## config.mk

```make
export PLATFORM = sky130hd
export DESIGN_NAME = rf_lighting_frame_decoder
export DESIGN_NICKNAME = d
export VERILOG_FILES = /design/src/rtl/rflfd_pkg.sv /design/src/rtl/rf_lighting_frame_decoder.sv /design/src/rtl/rflfd_front.sv /design/src/rtl/rflfd_queue.sv /design/src/rtl/rflfd_back.sv
export SDC_FILE = /design/constraint.sdc
export NUM_CORES = 1
export LEC_CHECK = 0
export BUFFER_PORTS_ARGS = -buffer_cell sky130_fd_sc_hd__buf_2
export CORE_MARGIN = 5
export CORE_UTILIZATION = 60
export CTS_BUF_LIST = sky130_fd_sc_hd__clkbuf_4 sky130_fd_sc_hd__clkbuf_8
export DETAILED_ROUTE_END_ITERATION = 8
export PLACE_DENSITY = 0.88
export SYNTH_ARGS = -nofsm -noshare
export SYNTH_HDL_FRONTEND = slang
export SYNTH_SLANG_ARGS = --single-unit
```

## constraint.sdc

```tcl
create_clock -name clk -period 5.77 [get_ports clk]
set_input_delay 1.154 -clock clk [delete_from_list [all_inputs] [get_ports clk]]
set_output_delay 1.154 -clock clk [all_outputs]
set_load 0.005 [all_outputs]
```

## src/rtl/rflfd_pkg.sv

```systemverilog
`timescale 1ns / 1ps
// ----------------------------------------------------------------------------
// rflfd_pkg
// shared types, command codes and helpers for the radio lighting frame decoder
// ----------------------------------------------------------------------------
package rflfd_pkg;

    // command byte codes
    localparam logic [7:0] CMD_ON      = 8'h20;
    localparam logic [7:0] CMD_CHASE   = 8'h40;
    localparam logic [7:0] CMD_UNLOCK  = 8'h60;
    localparam logic [7:0] CMD_BREATH  = 8'h80;
    localparam logic [7:0] CMD_CHANNEL = 8'hA0;
    localparam logic [7:0] CMD_BLINK   = 8'hB0;
    localparam logic [7:0] CMD_READDR  = 8'hC0;
    localparam logic [7:0] CMD_RAINBOW = 8'hD0;
    localparam logic [7:0] CMD_SOLID   = 8'hE0;
    localparam logic [7:0] CMD_SNOW    = 8'hF0;

    // frame status codes
    localparam logic [1:0] ST_BAD_SUM = 2'd0;
    localparam logic [1:0] ST_CHANNEL = 2'd1;
    localparam logic [1:0] ST_DUP     = 2'd2;
    localparam logic [1:0] ST_NEW     = 2'd3;

    // phase action codes
    localparam logic [1:0] PH_KEEP  = 2'd0;
    localparam logic [1:0] PH_CLEAR = 2'd1;
    localparam logic [1:0] PH_FADE  = 2'd2;

    // configuration register indexes
    localparam logic [2:0] REG_OFF_COLOR   = 3'd0;
    localparam logic [2:0] REG_MODE_OFF    = 3'd1;
    localparam logic [2:0] REG_MODE_ON     = 3'd2;
    localparam logic [2:0] REG_MODE_FADING = 3'd3;
    localparam logic [2:0] REG_MODE_QUICK  = 3'd4;
    localparam logic [2:0] REG_MODE_STROBE = 3'd5;

    // blink sub-modes: two pick the quick code, one picks the solid on code
    localparam logic [3:0] BLINK_QUICK_A = 4'd4;
    localparam logic [3:0] BLINK_QUICK_B = 4'd5;
    localparam logic [1:0] BLINK_SOLID   = 2'd2;

    localparam int QUEUE_DEPTH = 2;
    localparam int NODE_ADDR_MAX = 16;

    typedef enum logic [3:0] {
        K_ON,
        K_CHASE,
        K_UNLOCK,
        K_BREATH,
        K_CHANNEL,
        K_BLINK,
        K_READDR,
        K_RAINBOW,
        K_SOLID,
        K_SNOW,
        K_OTHER
    } cmd_kind_t;

    typedef struct packed {
        logic [3:0] off_color;
        logic [3:0] mode_off;
        logic [3:0] mode_on;
        logic [3:0] mode_fading;
        logic [3:0] mode_quick;
        logic [3:0] mode_strobe;
    } cfg_t;

    // classified frame as it travels from front to back
    typedef struct packed {
        logic [7:0]  b0;
        logic [7:0]  b1;
        logic [31:0] frame;
        logic [3:0]  color;
        logic [3:0]  mode;
        logic [3:0]  slot;
        logic [7:0]  red;
        logic [7:0]  green;
        logic [7:0]  blue;
        logic        sum_ok;
        cmd_kind_t   kind;
    } frame_item_t;

    typedef struct packed {
        logic [1:0] frame_status;
        logic       key_lock;
        logic [3:0] light_color;
        logic [3:0] light_mode;
        logic [1:0] phase_action;
        logic [7:0] red_level;
        logic [7:0] green_level;
        logic [7:0] blue_level;
        logic [3:0] breath_kind;
        logic       quick_blink;
        logic       random_hit;
        logic [4:0] logical_address;
    } result_t;

    // remainder by ten of a value below 32
    function automatic logic [3:0] mod10(input logic [4:0] v);
        logic [4:0] r;
        if (v >= 5'd30)
        begin
            r = v - 5'd30;
        end
        else if (v >= 5'd20)
        begin
            r = v - 5'd20;
        end
        else if (v >= 5'd10)
        begin
            r = v - 5'd10;
        end
        else
        begin
            r = v;
        end
        return r[3:0];
    endfunction

    // duty level from a nibble, scaled by 17
    function automatic logic [7:0] duty_of(input logic [3:0] n);
        return {n, n};
    endfunction

endpackage

```

## src/rtl/rf_lighting_frame_decoder.sv

```systemverilog
`timescale 1ns / 1ps
// ----------------------------------------------------------------------------
// rf_lighting_frame_decoder
// decodes five-byte radio lighting frames into led control state
// ----------------------------------------------------------------------------
//
//  channel   direction  handshake              contents
//  -------   ---------  ---------------------  ----------------------------------
//  in        sink       in_valid / in_stall    frame bytes 0..4 and random slot
//  out       source     out_valid / out_stall  status, lock, color, mode, duties
//  apb       slave      psel/penable/pready    six 4-bit code registers
//
//  one transaction per clock sustained while out_stall stays low; the accepted
//  frame is written into the queue and then executed from the queue head into
//  the output reg, where it shows up; the front checks the sum and decodes the
//  command with no node state; a two-entry queue absorbs output stalls, and
//  the front waits only on in_stall, which rises only when the queue is full
//  rst_n resets all node state (node address to 1), clears the queue and the
//  output valid, and loads the code registers with their defaults
//
module rf_lighting_frame_decoder
    import rflfd_pkg::*;
(
    input  logic        clk,
    input  logic        rst_n,

    // apb configuration port
    input  logic        psel,
    input  logic        penable,
    input  logic        pwrite,
    input  logic [4:0]  paddr,
    input  logic [31:0] pwdata,
    output logic [31:0] prdata,
    output logic        pready,

    // frame input
    input  logic        in_valid,
    output logic        in_stall,
    input  logic [7:0]  addr_mask_low,
    input  logic [7:0]  addr_mask_high,
    input  logic [7:0]  param_byte,
    input  logic [7:0]  command_byte,
    input  logic [7:0]  check_byte,
    input  logic [3:0]  random_slot,

    // result output
    output logic        out_valid,
    input  logic        out_stall,
    output logic [1:0]  frame_status,
    output logic        key_lock,
    output logic [3:0]  light_color,
    output logic [3:0]  light_mode,
    output logic [1:0]  phase_action,
    output logic [7:0]  red_level,
    output logic [7:0]  green_level,
    output logic [7:0]  blue_level,
    output logic [3:0]  breath_kind,
    output logic        quick_blink,
    output logic        random_hit,
    output logic [4:0]  logical_address
);

    cfg_t        cfg_reg;
    logic        cfg_wr;
    logic [2:0]  reg_idx;
    logic [3:0]  rd_nib;

    logic        q_push;
    logic        q_pop;
    logic        q_full;
    logic        q_not_empty;
    frame_item_t front_item;
    frame_item_t head_item;
    result_t     res;

    // ------------------------------------------------------------------
    // code registers, one per word; writes beyond the list are dropped
    // ------------------------------------------------------------------
    assign pready  = 1'b1;
    assign reg_idx = paddr[4:2];
    assign cfg_wr  = psel & penable & pwrite & pready;

    always_ff @(posedge clk or negedge rst_n)
    begin
        if (!rst_n)
        begin
            cfg_reg.off_color   <= 4'd0;
            cfg_reg.mode_off    <= 4'd0;
            cfg_reg.mode_on     <= 4'd1;
            cfg_reg.mode_fading <= 4'd2;
            cfg_reg.mode_quick  <= 4'd3;
            cfg_reg.mode_strobe <= 4'd4;
        end
        else if (cfg_wr)
        begin
            case (reg_idx)
                REG_OFF_COLOR:   cfg_reg.off_color   <= pwdata[3:0];
                REG_MODE_OFF:    cfg_reg.mode_off    <= pwdata[3:0];
                REG_MODE_ON:     cfg_reg.mode_on     <= pwdata[3:0];
                REG_MODE_FADING: cfg_reg.mode_fading <= pwdata[3:0];
                REG_MODE_QUICK:  cfg_reg.mode_quick  <= pwdata[3:0];
                REG_MODE_STROBE: cfg_reg.mode_strobe <= pwdata[3:0];
                default:
                begin
                end
            endcase
        end
    end

    // read back, zero for unmapped words
    always_comb
    begin
        case (reg_idx)
            REG_OFF_COLOR:   rd_nib = cfg_reg.off_color;
            REG_MODE_OFF:    rd_nib = cfg_reg.mode_off;
            REG_MODE_ON:     rd_nib = cfg_reg.mode_on;
            REG_MODE_FADING: rd_nib = cfg_reg.mode_fading;
            REG_MODE_QUICK:  rd_nib = cfg_reg.mode_quick;
            REG_MODE_STROBE: rd_nib = cfg_reg.mode_strobe;
            default:         rd_nib = 4'd0;
        endcase
    end

    assign prdata = {28'd0, rd_nib};

    // ------------------------------------------------------------------
    // front: sum check and command decode
    // ------------------------------------------------------------------
    rflfd_front u_front (
        .in_valid       (in_valid),
        .in_stall       (in_stall),
        .addr_mask_low  (addr_mask_low),
        .addr_mask_high (addr_mask_high),
        .param_byte     (param_byte),
        .command_byte   (command_byte),
        .check_byte     (check_byte),
        .random_slot    (random_slot),
        .q_full         (q_full),
        .q_push         (q_push),
        .q_item         (front_item)
    );

    // ------------------------------------------------------------------
    // decoupling queue
    // ------------------------------------------------------------------
    rflfd_queue u_queue (
        .clk       (clk),
        .rst_n     (rst_n),
        .push      (q_push),
        .push_item (front_item),
        .pop       (q_pop),
        .full      (q_full),
        .not_empty (q_not_empty),
        .head_item (head_item)
    );

    // ------------------------------------------------------------------
    // back: node state update and output register
    // ------------------------------------------------------------------
    rflfd_back u_back (
        .clk         (clk),
        .rst_n       (rst_n),
        .cfg         (cfg_reg),
        .q_not_empty (q_not_empty),
        .q_item      (head_item),
        .q_pop       (q_pop),
        .out_valid   (out_valid),
        .out_stall   (out_stall),
        .out_data    (res)
    );

    assign frame_status    = res.frame_status;
    assign key_lock        = res.key_lock;
    assign light_color     = res.light_color;
    assign light_mode      = res.light_mode;
    assign phase_action    = res.phase_action;
    assign red_level       = res.red_level;
    assign green_level     = res.green_level;
    assign blue_level      = res.blue_level;
    assign breath_kind     = res.breath_kind;
    assign quick_blink     = res.quick_blink;
    assign random_hit      = res.random_hit;
    assign logical_address = res.logical_address;

endmodule

```

## src/rtl/rflfd_front.sv

```systemverilog
`timescale 1ns / 1ps
// ----------------------------------------------------------------------------
// rflfd_front
// accepts frames, checks the sum and decodes the command into a queue entry
// ----------------------------------------------------------------------------
module rflfd_front
    import rflfd_pkg::*;
(
    input  logic        in_valid,
    output logic        in_stall,
    input  logic [7:0]  addr_mask_low,
    input  logic [7:0]  addr_mask_high,
    input  logic [7:0]  param_byte,
    input  logic [7:0]  command_byte,
    input  logic [7:0]  check_byte,
    input  logic [3:0]  random_slot,
    input  logic        q_full,
    output logic        q_push,
    output frame_item_t q_item
);

    logic [7:0] sum8;
    cmd_kind_t  kind;

    assign sum8 = addr_mask_low + addr_mask_high + param_byte + command_byte;

    always_comb
    begin
        case (command_byte)
            CMD_ON:      kind = K_ON;
            CMD_CHASE:   kind = K_CHASE;
            CMD_UNLOCK:  kind = K_UNLOCK;
            CMD_BREATH:  kind = K_BREATH;
            CMD_CHANNEL: kind = K_CHANNEL;
            CMD_BLINK:   kind = K_BLINK;
            CMD_READDR:  kind = K_READDR;
            CMD_RAINBOW: kind = K_RAINBOW;
            CMD_SOLID:   kind = K_SOLID;
            CMD_SNOW:    kind = K_SNOW;
            default:     kind = K_OTHER;
        endcase
    end

    assign in_stall = q_full;
    assign q_push   = in_valid & ~q_full;

    always_comb
    begin
        q_item.b0     = addr_mask_low;
        q_item.b1     = addr_mask_high;
        q_item.frame  = {command_byte, param_byte, addr_mask_high, addr_mask_low};
        q_item.color  = param_byte[7:4];
        q_item.mode   = param_byte[3:0];
        q_item.slot   = random_slot;
        q_item.red    = duty_of(addr_mask_high[3:0]);
        q_item.green  = duty_of(param_byte[7:4]);
        q_item.blue   = duty_of(param_byte[3:0]);
        q_item.sum_ok = (sum8 == check_byte);
        q_item.kind   = kind;
    end

endmodule

```

## src/rtl/rflfd_queue.sv

```systemverilog
`timescale 1ns / 1ps
// ----------------------------------------------------------------------------
// rflfd_queue
// short fifo of classified frames between front and back
// ----------------------------------------------------------------------------
module rflfd_queue
    import rflfd_pkg::*;
(
    input  logic        clk,
    input  logic        rst_n,
    input  logic        push,
    input  frame_item_t push_item,
    input  logic        pop,
    output logic        full,
    output logic        not_empty,
    output frame_item_t head_item
);

    localparam int PTR_W = (QUEUE_DEPTH > 1) ? $clog2(QUEUE_DEPTH) : 1;
    localparam int CNT_W = $clog2(QUEUE_DEPTH + 1);
    localparam logic [PTR_W-1:0] LAST_PTR = PTR_W'(QUEUE_DEPTH - 1);
    localparam logic [CNT_W-1:0] DEPTH_CNT = CNT_W'(QUEUE_DEPTH);

    frame_item_t      entry_reg [QUEUE_DEPTH];
    logic [PTR_W-1:0] wr_ptr_reg, wr_ptr_next;
    logic [PTR_W-1:0] rd_ptr_reg, rd_ptr_next;
    logic [CNT_W-1:0] count_reg, count_next;
    logic             do_push, do_pop;

    assign full      = (count_reg == DEPTH_CNT);
    assign not_empty = (count_reg != '0);
    assign do_push   = push & ~full;
    assign do_pop    = pop & not_empty;
    assign head_item = entry_reg[rd_ptr_reg];

    always_comb
    begin
        wr_ptr_next = wr_ptr_reg;
        rd_ptr_next = rd_ptr_reg;
        count_next  = count_reg;
        if (do_push)
        begin
            wr_ptr_next = (wr_ptr_reg == LAST_PTR) ? '0 : wr_ptr_reg + 1'b1;
        end
        if (do_pop)
        begin
            rd_ptr_next = (rd_ptr_reg == LAST_PTR) ? '0 : rd_ptr_reg + 1'b1;
        end
        if (do_push && !do_pop)
        begin
            count_next = count_reg + 1'b1;
        end
        else if (do_pop && !do_push)
        begin
            count_next = count_reg - 1'b1;
        end
    end

    always_ff @(posedge clk or negedge rst_n)
    begin
        if (!rst_n)
        begin
            wr_ptr_reg <= '0;
            rd_ptr_reg <= '0;
            count_reg  <= '0;
        end
        else
        begin
            wr_ptr_reg <= wr_ptr_next;
            rd_ptr_reg <= rd_ptr_next;
            count_reg  <= count_next;
        end
    end

    always_ff @(posedge clk)
    begin
        if (do_push)
        begin
            entry_reg[wr_ptr_reg] <= push_item;
        end
    end

endmodule

```

## src/rtl/rflfd_back.sv

```systemverilog
`timescale 1ns / 1ps
// ----------------------------------------------------------------------------
// rflfd_back
// executes classified frames against the node state and registers the result
// ----------------------------------------------------------------------------
module rflfd_back
    import rflfd_pkg::*;
(
    input  logic        clk,
    input  logic        rst_n,
    input  cfg_t        cfg,
    input  logic        q_not_empty,
    input  frame_item_t q_item,
    output logic        q_pop,
    output logic        out_valid,
    input  logic        out_stall,
    output result_t     out_data
);

    logic [4:0]  node_address_reg, node_address_next;
    logic        lock_flag_reg, lock_flag_next;
    logic        chase_active_reg, chase_active_next;
    logic        last_valid_reg, last_valid_next;
    logic [31:0] last_frame_reg, last_frame_next;
    logic [3:0]  saved_color_reg, saved_color_next;
    logic        snow_active_reg, snow_active_next;
    logic [1:0]  snow_count_reg, snow_count_next;
    logic [3:0]  color_reg, color_next;
    logic [3:0]  mode_reg, mode_next;
    logic [7:0]  red_reg, red_next;
    logic [7:0]  green_reg, green_next;
    logic [7:0]  blue_reg, blue_next;
    logic        quick_reg, quick_next;
    logic        random_reg, random_next;
    logic [3:0]  breath_reg, breath_next;
    logic        out_valid_reg;
    result_t     out_data_reg;

    logic [1:0]  status;
    logic [1:0]  phase;
    logic [4:0]  addr_m1;
    logic [15:0] sel_bits;
    logic        sel;
    logic        addr_hit;
    logic [4:0]  rainbow_sum;
    logic        snow_hit;
    logic [1:0]  snow_cnt_inc;
    logic [3:0]  ch_mode;
    result_t     result;

    assign q_pop = q_not_empty & (~out_valid_reg | ~out_stall);

    // node select from the address masks
    assign addr_m1  = node_address_reg - 5'd1;
    assign sel_bits = {q_item.b1, q_item.b0};
    assign sel      = (node_address_reg >= 5'd1) &&
                      (node_address_reg <= 5'(NODE_ADDR_MAX)) &&
                      sel_bits[addr_m1[3:0]];
    assign addr_hit = (q_item.b0 == {3'b000, node_address_reg});

    assign rainbow_sum  = {1'b0, q_item.color} + node_address_reg;
    assign snow_hit     = (q_item.mode == q_item.slot) && !snow_active_reg;
    assign snow_cnt_inc = (snow_hit ? 2'd0 : snow_count_reg) + 2'd1;
    assign ch_mode      = q_item.b1[7:4];

    always_comb
    begin
        node_address_next = node_address_reg;
        lock_flag_next    = lock_flag_reg;
        chase_active_next = chase_active_reg;
        last_valid_next   = last_valid_reg;
        last_frame_next   = last_frame_reg;
        saved_color_next  = saved_color_reg;
        snow_active_next  = snow_active_reg;
        snow_count_next   = snow_count_reg;
        color_next        = color_reg;
        mode_next         = mode_reg;
        red_next          = red_reg;
        green_next        = green_reg;
        blue_next         = blue_reg;
        quick_next        = quick_reg;
        random_next       = random_reg;
        breath_next       = breath_reg;
        status            = ST_BAD_SUM;
        phase             = PH_KEEP;

        if (q_item.sum_ok)
        begin
            // key lock and chase tracking apply to every good frame
            if (q_item.kind != K_UNLOCK)
            begin
                if (q_item.kind == K_RAINBOW || q_item.kind == K_SNOW ||
                    (q_item.kind == K_CHANNEL && addr_hit))
                begin
                    lock_flag_next = 1'b1;
                end
                else if (sel && (q_item.kind inside
                         {K_ON, K_CHASE, K_BREATH, K_BLINK, K_READDR, K_SOLID}))
                begin
                    lock_flag_next = 1'b1;
                end
            end
            if (q_item.kind != K_CHASE)
            begin
                chase_active_next = 1'b0;
            end

            if (q_item.kind == K_CHANNEL)
            begin
                status      = ST_CHANNEL;
                random_next = 1'b0;
                if (q_item.b0 == 8'd0)
                begin
                    phase = PH_CLEAR;
                end
                else if (addr_hit)
                begin
                    mode_next  = ch_mode;
                    color_next = cfg.off_color;
                    if (ch_mode == cfg.mode_off)
                    begin
                        phase      = PH_CLEAR;
                        red_next   = 8'd0;
                        green_next = 8'd0;
                        blue_next  = 8'd0;
                    end
                    else
                    begin
                        if (ch_mode == cfg.mode_on)
                        begin
                            phase = PH_CLEAR;
                        end
                        red_next   = q_item.red;
                        green_next = q_item.green;
                        blue_next  = q_item.blue;
                    end
                end
            end
            else if (last_valid_reg && (last_frame_reg == q_item.frame))
            begin
                status = ST_DUP;
            end
            else
            begin
                status          = ST_NEW;
                last_frame_next = q_item.frame;
                last_valid_next = 1'b1;
                random_next     = 1'b0;
                case (q_item.kind)
                    K_ON:
                    begin
                        if (sel)
                        begin
                            color_next = q_item.color;
                            mode_next  = q_item.mode;
                            phase      = PH_CLEAR;
                            quick_next = 1'b0;
                            if (q_item.color != cfg.off_color)
                            begin
                                saved_color_next = q_item.color;
                            end
                        end
                    end
                    K_CHASE:
                    begin
                        if (!chase_active_reg)
                        begin
                            chase_active_next = 1'b1;
                            phase             = PH_CLEAR;
                        end
                        mode_next  = q_item.mode;
                        color_next = (sel && q_item.color != cfg.off_color) ?
                                     q_item.color : cfg.off_color;
                    end
                    K_UNLOCK:
                    begin
                        if (sel)
                        begin
                            lock_flag_next = 1'b0;
                            color_next     = q_item.color;
                            mode_next      = q_item.mode;
                            phase          = PH_CLEAR;
                        end
                    end
                    K_BREATH:
                    begin
                        if (sel)
                        begin
                            color_next  = q_item.color;
                            breath_next = q_item.mode;
                            phase       = PH_FADE;
                            mode_next   = cfg.mode_fading;
                        end
                    end
                    K_BLINK:
                    begin
                        if (sel)
                        begin
                            phase = PH_CLEAR;
                            if (q_item.mode[1:0] == BLINK_SOLID)
                            begin
                                quick_next = 1'b0;
                                color_next = cfg.off_color;
                                mode_next  = cfg.mode_on;
                            end
                            else if (q_item.mode == BLINK_QUICK_A ||
                                     q_item.mode == BLINK_QUICK_B)
                            begin
                                quick_next = 1'b1;
                                color_next = saved_color_reg;
                                mode_next  = cfg.mode_quick;
                            end
                            else
                            begin
                                quick_next = 1'b1;
                                color_next = saved_color_reg;
                                mode_next  = cfg.mode_strobe;
                            end
                        end
                    end
                    K_READDR:
                    begin
                        if (sel)
                        begin
                            node_address_next = {1'b0, q_item.mode} + 5'd1;
                        end
                    end
                    K_RAINBOW:
                    begin
                        color_next = mod10(rainbow_sum) + 4'd1;
                        mode_next  = q_item.mode;
                        phase      = PH_CLEAR;
                    end
                    K_SOLID:
                    begin
                        if (sel)
                        begin
                            quick_next = 1'b0;
                            color_next = q_item.color;
                            mode_next  = cfg.mode_on;
                            phase      = PH_CLEAR;
                        end
                    end
                    K_SNOW:
                    begin
                        if (snow_hit)
                        begin
                            random_next = 1'b1;
                            color_next  = q_item.color;
                            mode_next   = cfg.mode_on;
                        end
                        if (snow_hit || snow_active_reg)
                        begin
                            // the effect ends on its third frame
                            if (snow_cnt_inc > 2'd2)
                            begin
                                snow_active_next = 1'b0;
                                snow_count_next  = 2'd0;
                                color_next       = cfg.off_color;
                                mode_next        = cfg.mode_off;
                            end
                            else
                            begin
                                snow_active_next = 1'b1;
                                snow_count_next  = snow_cnt_inc;
                            end
                        end
                    end
                    default:
                    begin
                    end
                endcase
            end
        end
    end

    always_comb
    begin
        result.frame_status    = status;
        result.key_lock        = lock_flag_next;
        result.light_color     = color_next;
        result.light_mode      = mode_next;
        result.phase_action    = phase;
        result.red_level       = red_next;
        result.green_level     = green_next;
        result.blue_level      = blue_next;
        result.breath_kind     = breath_next;
        result.quick_blink     = quick_next;
        result.random_hit      = random_next;
        result.logical_address = node_address_next;
    end

    always_ff @(posedge clk or negedge rst_n)
    begin
        if (!rst_n)
        begin
            node_address_reg <= 5'd1;
            lock_flag_reg    <= 1'b0;
            chase_active_reg <= 1'b0;
            last_valid_reg   <= 1'b0;
            last_frame_reg   <= '0;
            saved_color_reg  <= '0;
            snow_active_reg  <= 1'b0;
            snow_count_reg   <= '0;
            color_reg        <= '0;
            mode_reg         <= '0;
            red_reg          <= '0;
            green_reg        <= '0;
            blue_reg         <= '0;
            quick_reg        <= 1'b0;
            random_reg       <= 1'b0;
            breath_reg       <= '0;
            out_valid_reg    <= 1'b0;
        end
        else
        begin
            if (q_pop)
            begin
                node_address_reg <= node_address_next;
                lock_flag_reg    <= lock_flag_next;
                chase_active_reg <= chase_active_next;
                last_valid_reg   <= last_valid_next;
                last_frame_reg   <= last_frame_next;
                saved_color_reg  <= saved_color_next;
                snow_active_reg  <= snow_active_next;
                snow_count_reg   <= snow_count_next;
                color_reg        <= color_next;
                mode_reg         <= mode_next;
                red_reg          <= red_next;
                green_reg        <= green_next;
                blue_reg         <= blue_next;
                quick_reg        <= quick_next;
                random_reg       <= random_next;
                breath_reg       <= breath_next;
                out_valid_reg    <= 1'b1;
            end
            else if (!out_stall)
            begin
                out_valid_reg <= 1'b0;
            end
        end
    end

    always_ff @(posedge clk)
    begin
        if (q_pop)
        begin
            out_data_reg <= result;
        end
    end

    assign out_valid = out_valid_reg;
    assign out_data  = out_data_reg;

endmodule
```

==> results of run 1 <==
per-layer routing:
metal / wire length, um / track usage / up-vias
li1: - / - / 4280
met1: 12540 / 0.3619 / 4645
met2: 15340 / 0.4229 / 476
met3: 3193 / 0.05448 / 96
met4: 1138 / 0.09793 / 0
met5: 0 / 0 / -
worst min-delay path: stages (launching register included):
cell and delay [ns]:
sky130_fd_sc_hd__dfrtp_1 0.35, sky130_fd_sc_hd__nand2_1 0.05, sky130_fd_sc_hd__nand2_1 0.05
cell families (layout without fill, tap and decap cells):
| family | Yosys count | count (layout) | share of synthesized area |
|---|---|---|---|
| compound gates | 218 | 218 | 0.1147 |
| xor+xnor | 90 | 90 | 0.06091 |
| fa+ha+maj | 39 | 39 | 0.04641 |
| buf+inv | 99 | 227 | 0.04051 |
| flops | 244 | 244 | 0.5227 |
| mux | 116 | 116 | 0.1041 |
| other cells | 2 | 29 | 0.0005803 |
| simple gates | 318 | 318 | 0.1101 |
report_power, final:
group / leakage [nW] / internal (mW) / switching [mW] / total [mW]
sequential: 2.67 / 2.43 / 0.353 / 2.78
combinational: 2.99 / 1.36 / 2.05 / 3.41
clock: 0.459 / 0.918 / 0.709 / 1.63
metrics by stage:
stage	util	instance area (um^2)	power, mW	hold slack [ns]	cells
floorplan	-	13040	5.177	0.4376	1153
global placement	0.6455	13660	5.994	0.4565	1482
detailed placement	0.6455	13660	6.145	0.4680	1482
CTS	0.6866	14530	7.797	0.4825	1556
global route	0.6866	14530	8.288	0.5121	1556
finish	0.6866	14530	7.821	0.4852	1556
path summary, 6_finish.rpt:
check,from,to,slack (ns),depth (start not counted)
min reg2reg,u_back.red_reg[3]$_DFFE_PN0P_,u_back.red_reg[3]$_DFFE_PN0P_,0.49,2
min in group asynchronous,rst_n,u_back.blue_reg[3]$_DFFE_PN0P_,0.72,1
min,u_back.red_reg[3]$_DFFE_PN0P_,u_back.red_reg[3]$_DFFE_PN0P_,0.49,2
max in group asynchronous,rst_n,u_back.quick_reg$_DFFE_PN0P_,3.83,2
max reg2reg,u_queue.rd_ptr_reg$_DFFE_PN0P_,u_back.out_data[42]$_DFFE_PP_,0.93,17
max,u_queue.rd_ptr_reg$_DFFE_PN0P_,u_back.out_data[42]$_DFFE_PP_,0.93,17
final cells by class:
class                   count  area, um^2
flip-flops and latches    244        6765
fillers                  1533        6629
multi-input cells         810        5774
clock buffers              60       738.2
repair buffers            126       670.6
well taps                 275       344.1
clock inverters            14       131.4
inverters                  27       101.3
layout by cell type, fill, tap and decap left out, drive strengths merged, types with 20 or more instances in the layout:
cell type and count:
xor2 20, a22o 25, nand2 146, mux2i 48
conb 29, a21oi 57, xnor2 70, inv 29
nor2 75, o21ai 42, mux2 61, ha 24
clkbuf 60, buf 126, dfrtp 108, edfxtp 130
==> metrics.json, run 1 <==
{
  "global_routing": {
    "grt_pass1_wl_um": 50980,
    "grt_util_all_layers": 0.2647,
    "first_global_vias": 9397,
    "globalRoute.totalOverflow": 0,
    "grt_antenna_before_repair": 0,
    "largest_net_degree_at_the_start_of_global_routing": 70
  },
  "clocking": {
    "cts.sink_count": 244,
    "hold_buffers": 0,
    "worst_setup_hold_path_clk_slew_ns": 0.06,
    "root_buffer": "sky130_fd_sc_hd__clkbuf_8",
    "cts-buffers-inserted": 40,
    "clk_path_buf_depth": 3,
    "postCtsSetupRepairBufs": 0,
    "post_cts.resized_instances": 0,
    "cts_max_level": 2,
    "cts_tree": "done",
    "clock_insertion_delay_worst_skew_ns": 0.56
  },
  "logic_synthesis": {
    "synthesis.area_per_instance_um2": 11.49,
    "most_frequent_cell_after_synthesis": "sky130_fd_sc_hd__nand2_1",
    "synth-seq-area-share": 0.5227,
    "postSynth.topFlopCell": "sky130_fd_sc_hd__edfxtp_1",
    "synth.distinct_cells": 77,
    "post_synth_most_frequent_cells": "145 x sky130_fd_sc_hd__nand2_1, 130 x sky130_fd_sc_hd__edfxtp_1, 108 x sky130_fd_sc_hd__dfrtp_1, 74 x sky130_fd_sc_hd__nor2_1, 70 x sky130_fd_sc_hd__xnor2_1",
    "yosys.area.top_type": "sky130_fd_sc_hd__edfxtp_1",
    "async_flop_share": 0.4672,
    "synth_seq_cells": 244,
    "cell_types_occupying_the_most_area_after_synthesis": "sky130_fd_sc_hd__edfxtp_1 30%, sky130_fd_sc_hd__dfrtp_1 21%, sky130_fd_sc_hd__mux2_2 4.9%",
    "synthesis.instances": 1126,
    "synth.cell_area_um2": 12940,
    "synth_edf_count": 130,
    "yosys.area.top_type_share": 0.3017,
    "yosys_warnings": 0
  },
  "worst_setup_path": {
    "cpMostUsedCell": "sky130_fd_sc_hd__ha_1",
    "critPathMaxFanout": 23,
    "timing.critical_path.arrival_ns": 5.15,
    "worst_path_slowest_cell": "sky130_fd_sc_hd__dfrtp_2",
    "worst-endpoint-required_ns": 6.08,
    "critical_path.top_delay_family": "adder cells",
    "crit_path_cells": "mux2_2, ha_1, fa_1, xor2_1, inv_1, ha_1, nand2_1, nor2_1, a211o_1, a21boi_0, xnor2_1, ha_1, a22oi_1, nand4_1, and2_1, o22ai_1, nand2_1",
    "critical-path-max-stage-delay_ns": 0.65,
    "setup.worst_path.end_class": "flip-flop",
    "critical_path_class": "flip-flop to flip-flop",
    "critical_path.n_buffers_inverters": 1,
    "setup.worst_path.start_class": "flip-flop"
  },
  "floorplan": {
    "die_area_um2": 24610,
    "io-pin-count": 171,
    "initial_utilization": 0.6118,
    "floorplan.die.height_um": 156.9,
    "die_w_um": 156.9,
    "placementRows": 53,
    "core_um2": 21150
  },
  "power": {
    "power_density_nw_per_um2": 538.5,
    "leakage_nw": 6.116,
    "peakVddDrop_mv": 0.2794
  },
  "final_layout": {
    "antennaDiodeCount": 0,
    "final_layout_size_suffix_gt1_frac": 0.2272,
    "nNetsFinal": 1376,
    "largest_reg_flops": 82,
    "flow.area_growth_from_synthesis_pct": 12.24
  },
  "sta": {
    "skew_ns": 0.03628,
    "timing.setup.tns_ns": 0,
    "worst_slack_ns": 0.9331,
    "rsz0062_at_grt": "no",
    "timing_worst_slew_pin_value_ns": 1.220,
    "worst_slew_margin_rel": 0.1850,
    "finalMaxSlewViolations": 0,
    "post-route-min-period_ns": 4.837,
    "fmax_mhz": 206.7,
    "period_share": 0.8383,
    "setup_viol": 0,
    "final_number_of_hold_violating_endpoints": 0
  },
  "route": {
    "route.final.wire_length_um": 32210,
    "drc": 0,
    "postRouteAntennaNets": 0,
    "wl_per_cell_um": 20.70,
    "dr.first_iter.drc_count": 1047,
    "average_via_count_per_standard_cell": 6.103,
    "via_count": 9497,
    "drt-pass1-iter-count": 8
  },
  "outcome": {
    "run_status": "finished clean"
  },
  "place": {
    "dp_hpwl_um": 22800,
    "placement.io_buffers": 111,
    "post-place-ws_ns": 0.9866,
    "gp_congestion": 0.9527
  },
  "flow_run": {
    "max_cap_violation_count": 0
  },
  "worst_hold_path": {
    "hold_path_class": "flip-flop to flip-flop"
  }
}
Note: power is estimated with default switching activity, not from simulation.
==> run 2, diff against run 1 <==
==> constraint.sdc (replaced) <==
create_clock -name clk -period 4.7 [get_ports clk]
set_input_delay 0.94 -clock clk [delete_from_list [all_inputs] [get_ports clk]]
set_output_delay 0.94 -clock clk [all_outputs]
set_load 0.005 [all_outputs]
==> metrics.json, run 2 (synthesis results as in run 1) <==
{
  "outcome": {
    "run_status": "finished clean"
  },
  "power": {
    "sw_frac_of_total": 0.3984,
    "design_power_total_mw": 9.765,
    "power_density_nw_per_um2": 666.6,
    "peakVddDrop_mv": 0.4155,
    "internal_power_mw": 5.875,
    "switchingPower_mw": 3.890,
    "leakage_nw": 6.184,
    "power_frac_seq": 0.349,
    "share_comb_of_total_power": 0.447,
    "power.share.clock": 0.205
  },
  "floorplan": {
    "core_um2": 21150,
    "floorplan.die.height_um": 156.9,
    "die_area_um2": 24610,
    "io-pin-count": 171,
    "placementRows": 53,
    "initial_utilization": 0.6118,
    "die_w_um": 156.9
  },
  "flow_run": {
    "max_cap_violation_count": 0
  },
  "place": {
    "dpl_cell_area_um2": 13770,
    "placement.io_buffers": 111,
    "gp_congestion": 0.9403,
    "dp_hpwl_um": 23610
  },
  "final_layout": {
    "flow.area_growth_from_synthesis_pct": 13.19,
    "multiInputGateArea_um2": 5784,
    "seq_area_um2": 6765,
    "finalCoreUtilization": 0.6924,
    "fin_area_um2": 14650,
    "largest_reg_flops": 82,
    "layout_common_cells": "145 x sky130_fd_sc_hd__nand2_1, 130 x sky130_fd_sc_hd__edfxtp_1, 110 x sky130_fd_sc_hd__buf_2",
    "fillerInstances": 1508,
    "nNetsFinal": 1390,
    "final_layout_size_suffix_gt1_frac": 0.2357,
    "final_common_cell": "sky130_fd_sc_hd__nand2_1"
  },
  "worst_setup_path": {
    "critPathMaxFanout": 7,
    "critical-path-max-stage-delay_ns": 0.46,
    "worst_path_slowest_cell": "sky130_fd_sc_hd__dfrtp_2",
    "worst-endpoint-required_ns": 4.99,
    "setup.worst_path.end_class": "flip-flop",
    "timing.critical_path.arrival_ns": 4.62,
    "crit_path_cells": "mux2_2, ha_1, fa_1, xor2_2, inv_1, ha_1, nand2_1, nor2_1, a211o_1, a21boi_0, xnor2_1, ha_1, a22oi_1, nand4_1, and2_1, o22ai_1, nand2_1",
    "setup.worst_path.start_class": "flip-flop",
    "critical_path_class": "flip-flop to flip-flop",
    "cpMostUsedCell": "sky130_fd_sc_hd__ha_1"
  },
  "sta": {
    "holdWs_ns": 0.4717,
    "finalMaxSlewViolations": 0,
    "period_share": 0.9204,
    "timing.setup.tns_ns": 0,
    "timing_worst_slew_pin_value_ns": 1.182,
    "worst_slew_margin_rel": 0.2104,
    "setup_viol": 0,
    "final_number_of_hold_violating_endpoints": 0,
    "rsz0062_at_grt": "no",
    "fmax_mhz": 231.2,
    "post-route-min-period_ns": 4.326,
    "skew_ns": 0.04904
  },
  "route": {
    "postRouteAntennaNets": 0,
    "via_count": 9573,
    "wl_per_cell_um": 21.23,
    "drc": 0,
    "dr.first_iter.drc_count": 906,
    "drt-pass1-iter-count": 8,
    "average_via_count_per_standard_cell": 6.097,
    "route.final.wire_length_um": 33340
  },
  "clocking": {
    "cts_max_level": 2,
    "clock_insertion_delay_worst_skew_ns": 0.57,
    "worst_setup_hold_path_clk_slew_ns": 0.06,
    "clk_path_buf_depth": 3,
    "cts-buffers-inserted": 40,
    "root_buffer": "sky130_fd_sc_hd__clkbuf_8",
    "postCtsSetupRepairBufs": 0,
    "cts.sink_count": 244,
    "cts_tree": "done"
  },
  "global_routing": {
    "top_usage_layer": "met2",
    "grt_pass1_wl_um": 51650,
    "grt_util_all_layers": 0.2704,
    "first_global_vias": 9456,
    "globalRoute.totalOverflow": 0,
    "grt_util_met3": 0.05254,
    "met2_global_route_usage": 0.4250,
    "grtUsageMet1": 0.3703,
    "grt_antenna_before_repair": 0,
    "largest_net_degree_at_the_start_of_global_routing": 70
  },
  "worst_hold_path": {
    "hold_path_class": "input pin to async pin"
  }
}
run 2: cell count changes in the layout (fill, tap and decap cells not counted), sizes merged:
cell / previous run / this run
buf: 126 / 140
clkbuf: 60 / 54
clkinv: 8 / 13
bufinv: 2 / 4
inv: 29 / 27
diode: 0 / 1
run 2: routing by layer:
| layer | vias up | part of all wire |
|---|---|---|
| met4 | 0 | 0.036 |
| met1 | 4624 | 0.40 |
| li1 | 4314 | - |
| met5 | - | 0 |
| met2 | 530 | 0.47 |
| met3 | 105 | 0.097 |
run 2: timing repair:
item	in CTS	in global routing
endpoints found under the setup margin	0	5
hold endpoints to repair	0	0
hold buffers	0	0
gates resized for setup	0	2
run 2: final timing paths:
kind	startpoint	endpoint	slack, ns	depth (start not counted)
min in group clk	u_back.red_reg[2]$_DFFE_PN0P_	u_back.red_reg[2]$_DFFE_PN0P_	0.48	2
hold / removal	rst_n	u_back.saved_color_reg[2]$_DFFE_PN0P_	0.47	1
max in group asynchronous	rst_n	cfg_reg[12]$_DFFE_PN1P_	3.26	2
setup reg to reg	u_queue.rd_ptr_reg$_DFFE_PN0P_	u_back.out_data[42]$_DFFE_PP_	0.37	17
hold reg to reg	u_back.red_reg[2]$_DFFE_PN0P_	u_back.red_reg[2]$_DFFE_PN0P_	0.48	2
setup / recovery	u_queue.rd_ptr_reg$_DFFE_PN0P_	u_back.out_data[42]$_DFFE_PP_	0.37	17
run 2: worst max-delay path, delay by kind of cell (launching register included):
family,cells,cell delay [ns]
xor+xnor,2,0.47
fa+ha+maj,4,1.21
simple gates,5,0.51
flops,1,0.46
buf+inv,1,0.15
mux,1,0.42
compound gates,4,0.86
run 2: layout make-up:
class / instances / area share
Inverter: 27 / 0.006919
Sequential cell: 244 / 0.4619
Antenna cell: 1 / 0.0001708
Multi-Input combinational cell: 810 / 0.3949
Clock inverter: 19 / 0.01409
Clock buffer: 54 / 0.04476
Tap cell: 275 / 0.02349
Timing Repair Buffer: 140 / 0.05381
run 2: metrics by stage:
stage | instances | worst slack [ns]
floorplan | 1153 | 0.5579
global placement | 1496 | 0.3847
detailed placement | 1496 | 0.2796
CTS | 1569 | 0.2858
global route | 1569 | 0.1030
finish | 1570 | 0.3739
run 2: power groups by stage:
stage	Clock (mW)	Combinational [mW]	Sequential (mW)
floorplan	0	3.04	3.32
global placement	0	4.09	3.38
CTS	2.02	4.28	3.40
detailed placement	0	4.23	3.43
finish	2.00	4.36	3.41
global route	2.12	4.72	3.46
==> run 3, diff against run 2 <==
--- a/config.mk
+++ b/config.mk
@@ -6,6 +6,7 @@
 export NUM_CORES = 1
 export LEC_CHECK = 0
 export BUFFER_PORTS_ARGS = -buffer_cell sky130_fd_sc_hd__buf_2
+export CORE_ASPECT_RATIO = 0.8
 export CORE_MARGIN = 5
 export CORE_UTILIZATION = 60
 export CTS_BUF_LIST = sky130_fd_sc_hd__clkbuf_4 sky130_fd_sc_hd__clkbuf_8
==> metrics.json, run 3 (synthesis results as in run 1) <==
{
  "outcome": {
    "run_status": "finished clean"
  },
  "clocking": {
    "cts-buffers-inserted": 38,
    "cts_tree": "done",
    "worst_setup_hold_path_clk_slew_ns": 0.08,
    "clock_insertion_delay_worst_skew_ns": 0.55,
    "cts_max_level": 2,
    "cts.sink_count": 244,
    "clk_path_buf_depth": 3,
    "root_buffer": "sky130_fd_sc_hd__clkbuf_8",
    "hold_buffers": 0
  },
  "worst_setup_path": {
    "critical_path.n_buffers_inverters": 1,
    "worstRegToRegCells": 17,
    "setup.worst_path.start_class": "flip-flop",
    "timing.critical_path.arrival_ns": 4.60,
    "regToRegStartpoint": "u_queue.rd_ptr_reg$_DFFE_PN0P_",
    "critical-path-max-stage-delay_ns": 0.47,
    "crit_path_cells": "mux2_2, ha_1, fa_1, xor2_2, inv_1, ha_1, nand2_1, nor2_1, a211o_1, a21boi_0, xnor2_1, ha_1, a22oi_1, nand4_1, and2_1, o22ai_1, nand2_1",
    "critical_path_class": "flip-flop to flip-flop",
    "setup.worst_path.end_class": "flip-flop",
    "worst_r2r_endpoint": "u_back.out_data[42]$_DFFE_PP_",
    "worst_path_slowest_cell": "sky130_fd_sc_hd__fa_1",
    "worst-endpoint-required_ns": 4.99,
    "critical_path.top_delay_family": "adder cells",
    "cpMostUsedCell": "sky130_fd_sc_hd__ha_1",
    "critPathMaxFanout": 6,
    "timing.reg2reg.setup_slack_ns": 0.39
  },
  "final_layout": {
    "finalCoreUtilization": 0.6855,
    "nNetsFinal": 1386,
    "final_common_cell": "sky130_fd_sc_hd__nand2_1",
    "fin_area_um2": 14660,
    "flow.area_growth_from_synthesis_pct": 13.26,
    "fillerInstances": 1489,
    "antennaDiodeCount": 0,
    "final_layout_size_suffix_gt1_frac": 0.2327,
    "layout_common_cells": "145 x sky130_fd_sc_hd__nand2_1, 130 x sky130_fd_sc_hd__edfxtp_1, 110 x sky130_fd_sc_hd__buf_2",
    "largest_reg_flops": 82
  },
  "floorplan": {
    "die_w_um": 174.2,
    "floorplan.die.height_um": 141.4,
    "io-pin-count": 171,
    "die_area_um2": 24620,
    "core_um2": 21380,
    "placementRows": 48,
    "initial_utilization": 0.6053
  },
  "place": {
    "gp_congestion": 1.011,
    "placement.io_buffers": 111,
    "dpl_cell_area_um2": 13780,
    "dp_hpwl_um": 23410
  },
  "global_routing": {
    "largest_net_degree_at_the_start_of_global_routing": 115,
    "globalRoute.totalOverflow": 0,
    "grt_util_all_layers": 0.2766,
    "first_global_vias": 9666,
    "grt_pass1_wl_um": 53880,
    "grt_antenna_before_repair": 0
  },
  "sta": {
    "rsz0062_at_grt": "no",
    "timing_worst_slew_pin_value_ns": 1.029,
    "skew_ns": 0.03450,
    "fmax_mhz": 232.2,
    "worst_slew_margin_rel": 0.3142,
    "holdWs_ns": 0.4787,
    "post-route-min-period_ns": 4.307,
    "final_number_of_hold_violating_endpoints": 0,
    "finalMaxSlewViolations": 0,
    "timing.setup.tns_ns": 0,
    "period_share": 0.9165,
    "setup_viol": 0
  },
  "route": {
    "wl_per_cell_um": 21.98,
    "drt-pass1-iter-count": 8,
    "via_count": 9763,
    "dr.first_iter.drc_count": 1354,
    "route.final.wire_length_um": 34380,
    "average_via_count_per_standard_cell": 6.242,
    "postRouteAntennaNets": 0,
    "drc": 0
  },
  "worst_hold_path": {
    "hold_end": "u_back.green_reg[0]$_DFFE_PN0P_",
    "min-delay-start": "u_back.green_reg[0]$_DFFE_PN0P_",
    "worstHoldPathCells": 2,
    "hold_path_class": "flip-flop to flip-flop"
  },
  "power": {
    "power_density_nw_per_um2": 671.7,
    "peakVddDrop_mv": 0.3569,
    "design_power_total_mw": 9.845,
    "leakage_nw": 6.187
  },
  "flow_run": {
    "max_cap_violation_count": 0
  }
}
## run 3: cell types whose count changed in the layout (fill, tap and decap cells not counted), sizes merged
cell	change
buf	-2
bufinv	-2
clkbuf	+8
clkinv	-9
clkinvlp	-2
diode	-1
inv	+2
## run 3: tightest hold or removal path, delay by kind of cell, from the launching register on
| kind | cells | cell delay (ns) |
|---|---|---|
| flops | 1 | 0.34 |
| simple gates | 2 | 0.11 |
## run 3: area by class of cell
| type | instances | area, um^2 | area share |
|---|---|---|---|
| Sequential cell | 244 | 6765 | 0.4616 |
| Multi-Input combinational cell | 810 | 5782 | 0.3945 |
| Timing Repair Buffer | 138 | 798.3 | 0.05446 |
| Clock buffer | 62 | 772.0 | 0.05267 |
| Tap cell | 275 | 344.1 | 0.02348 |
| Inverter | 27 | 101.3 | 0.006915 |
| Clock inverter | 8 | 93.84 | 0.006403 |
## run 3: power breakdown
part | total, mW | internal [mW] | switching (mW) | leakage [nW]
Combinational | 4.44 | 1.77 | 2.67 | 3.06
Clock | 2.00 | 1.15 | 0.847 | 0.458
Sequential | 3.40 | 2.98 | 0.425 | 2.67
Total | 9.85 | 5.90 | 3.95 | 6.19
## run 3: timing repair
item	in CTS	in global routing
setup buffers	0	0
endpoints found under the setup margin	0	1
gates resized for setup	0	1
## run 3: how the worst max path moves through the flow
stage / cells past startpoint / to / from
after detailed placement: 17 / u_back.out_data[42]$_DFFE_PP_ / u_queue.rd_ptr_reg$_DFFE_PN0P_
after global placement: 17 / u_back.out_data[42]$_DFFE_PP_ / u_queue.rd_ptr_reg$_DFFE_PN0P_
final: 17 / u_back.out_data[42]$_DFFE_PP_ / u_queue.rd_ptr_reg$_DFFE_PN0P_
after floorplan: 19 / u_back.out_data[42]$_DFFE_PP_ / u_queue.rd_ptr_reg$_DFFE_PN0P_
after global routing: 17 / u_back.out_data[42]$_DFFE_PP_ / u_queue.rd_ptr_reg$_DFFE_PN0P_
after CTS: 17 / u_back.out_data[42]$_DFFE_PP_ / u_queue.rd_ptr_reg$_DFFE_PN0P_
## run 3: metrics by stage
step,cells,setup slack (ns)
6_report,1564,0.3926
5_1_grt,1564,0.1440
4_1_cts,1564,0.2826
3_5_place_dp,1494,0.2899
3_3_place_gp,1494,0.4286
2_1_floorplan,1153,0.5579
## run 3: metal layers
metal,global-route usage,wire length (um)
met2,0.4232,15470
met4,0.1037,1397
met1,0.3923,13930
met5,0,0
met3,0.06260,3573
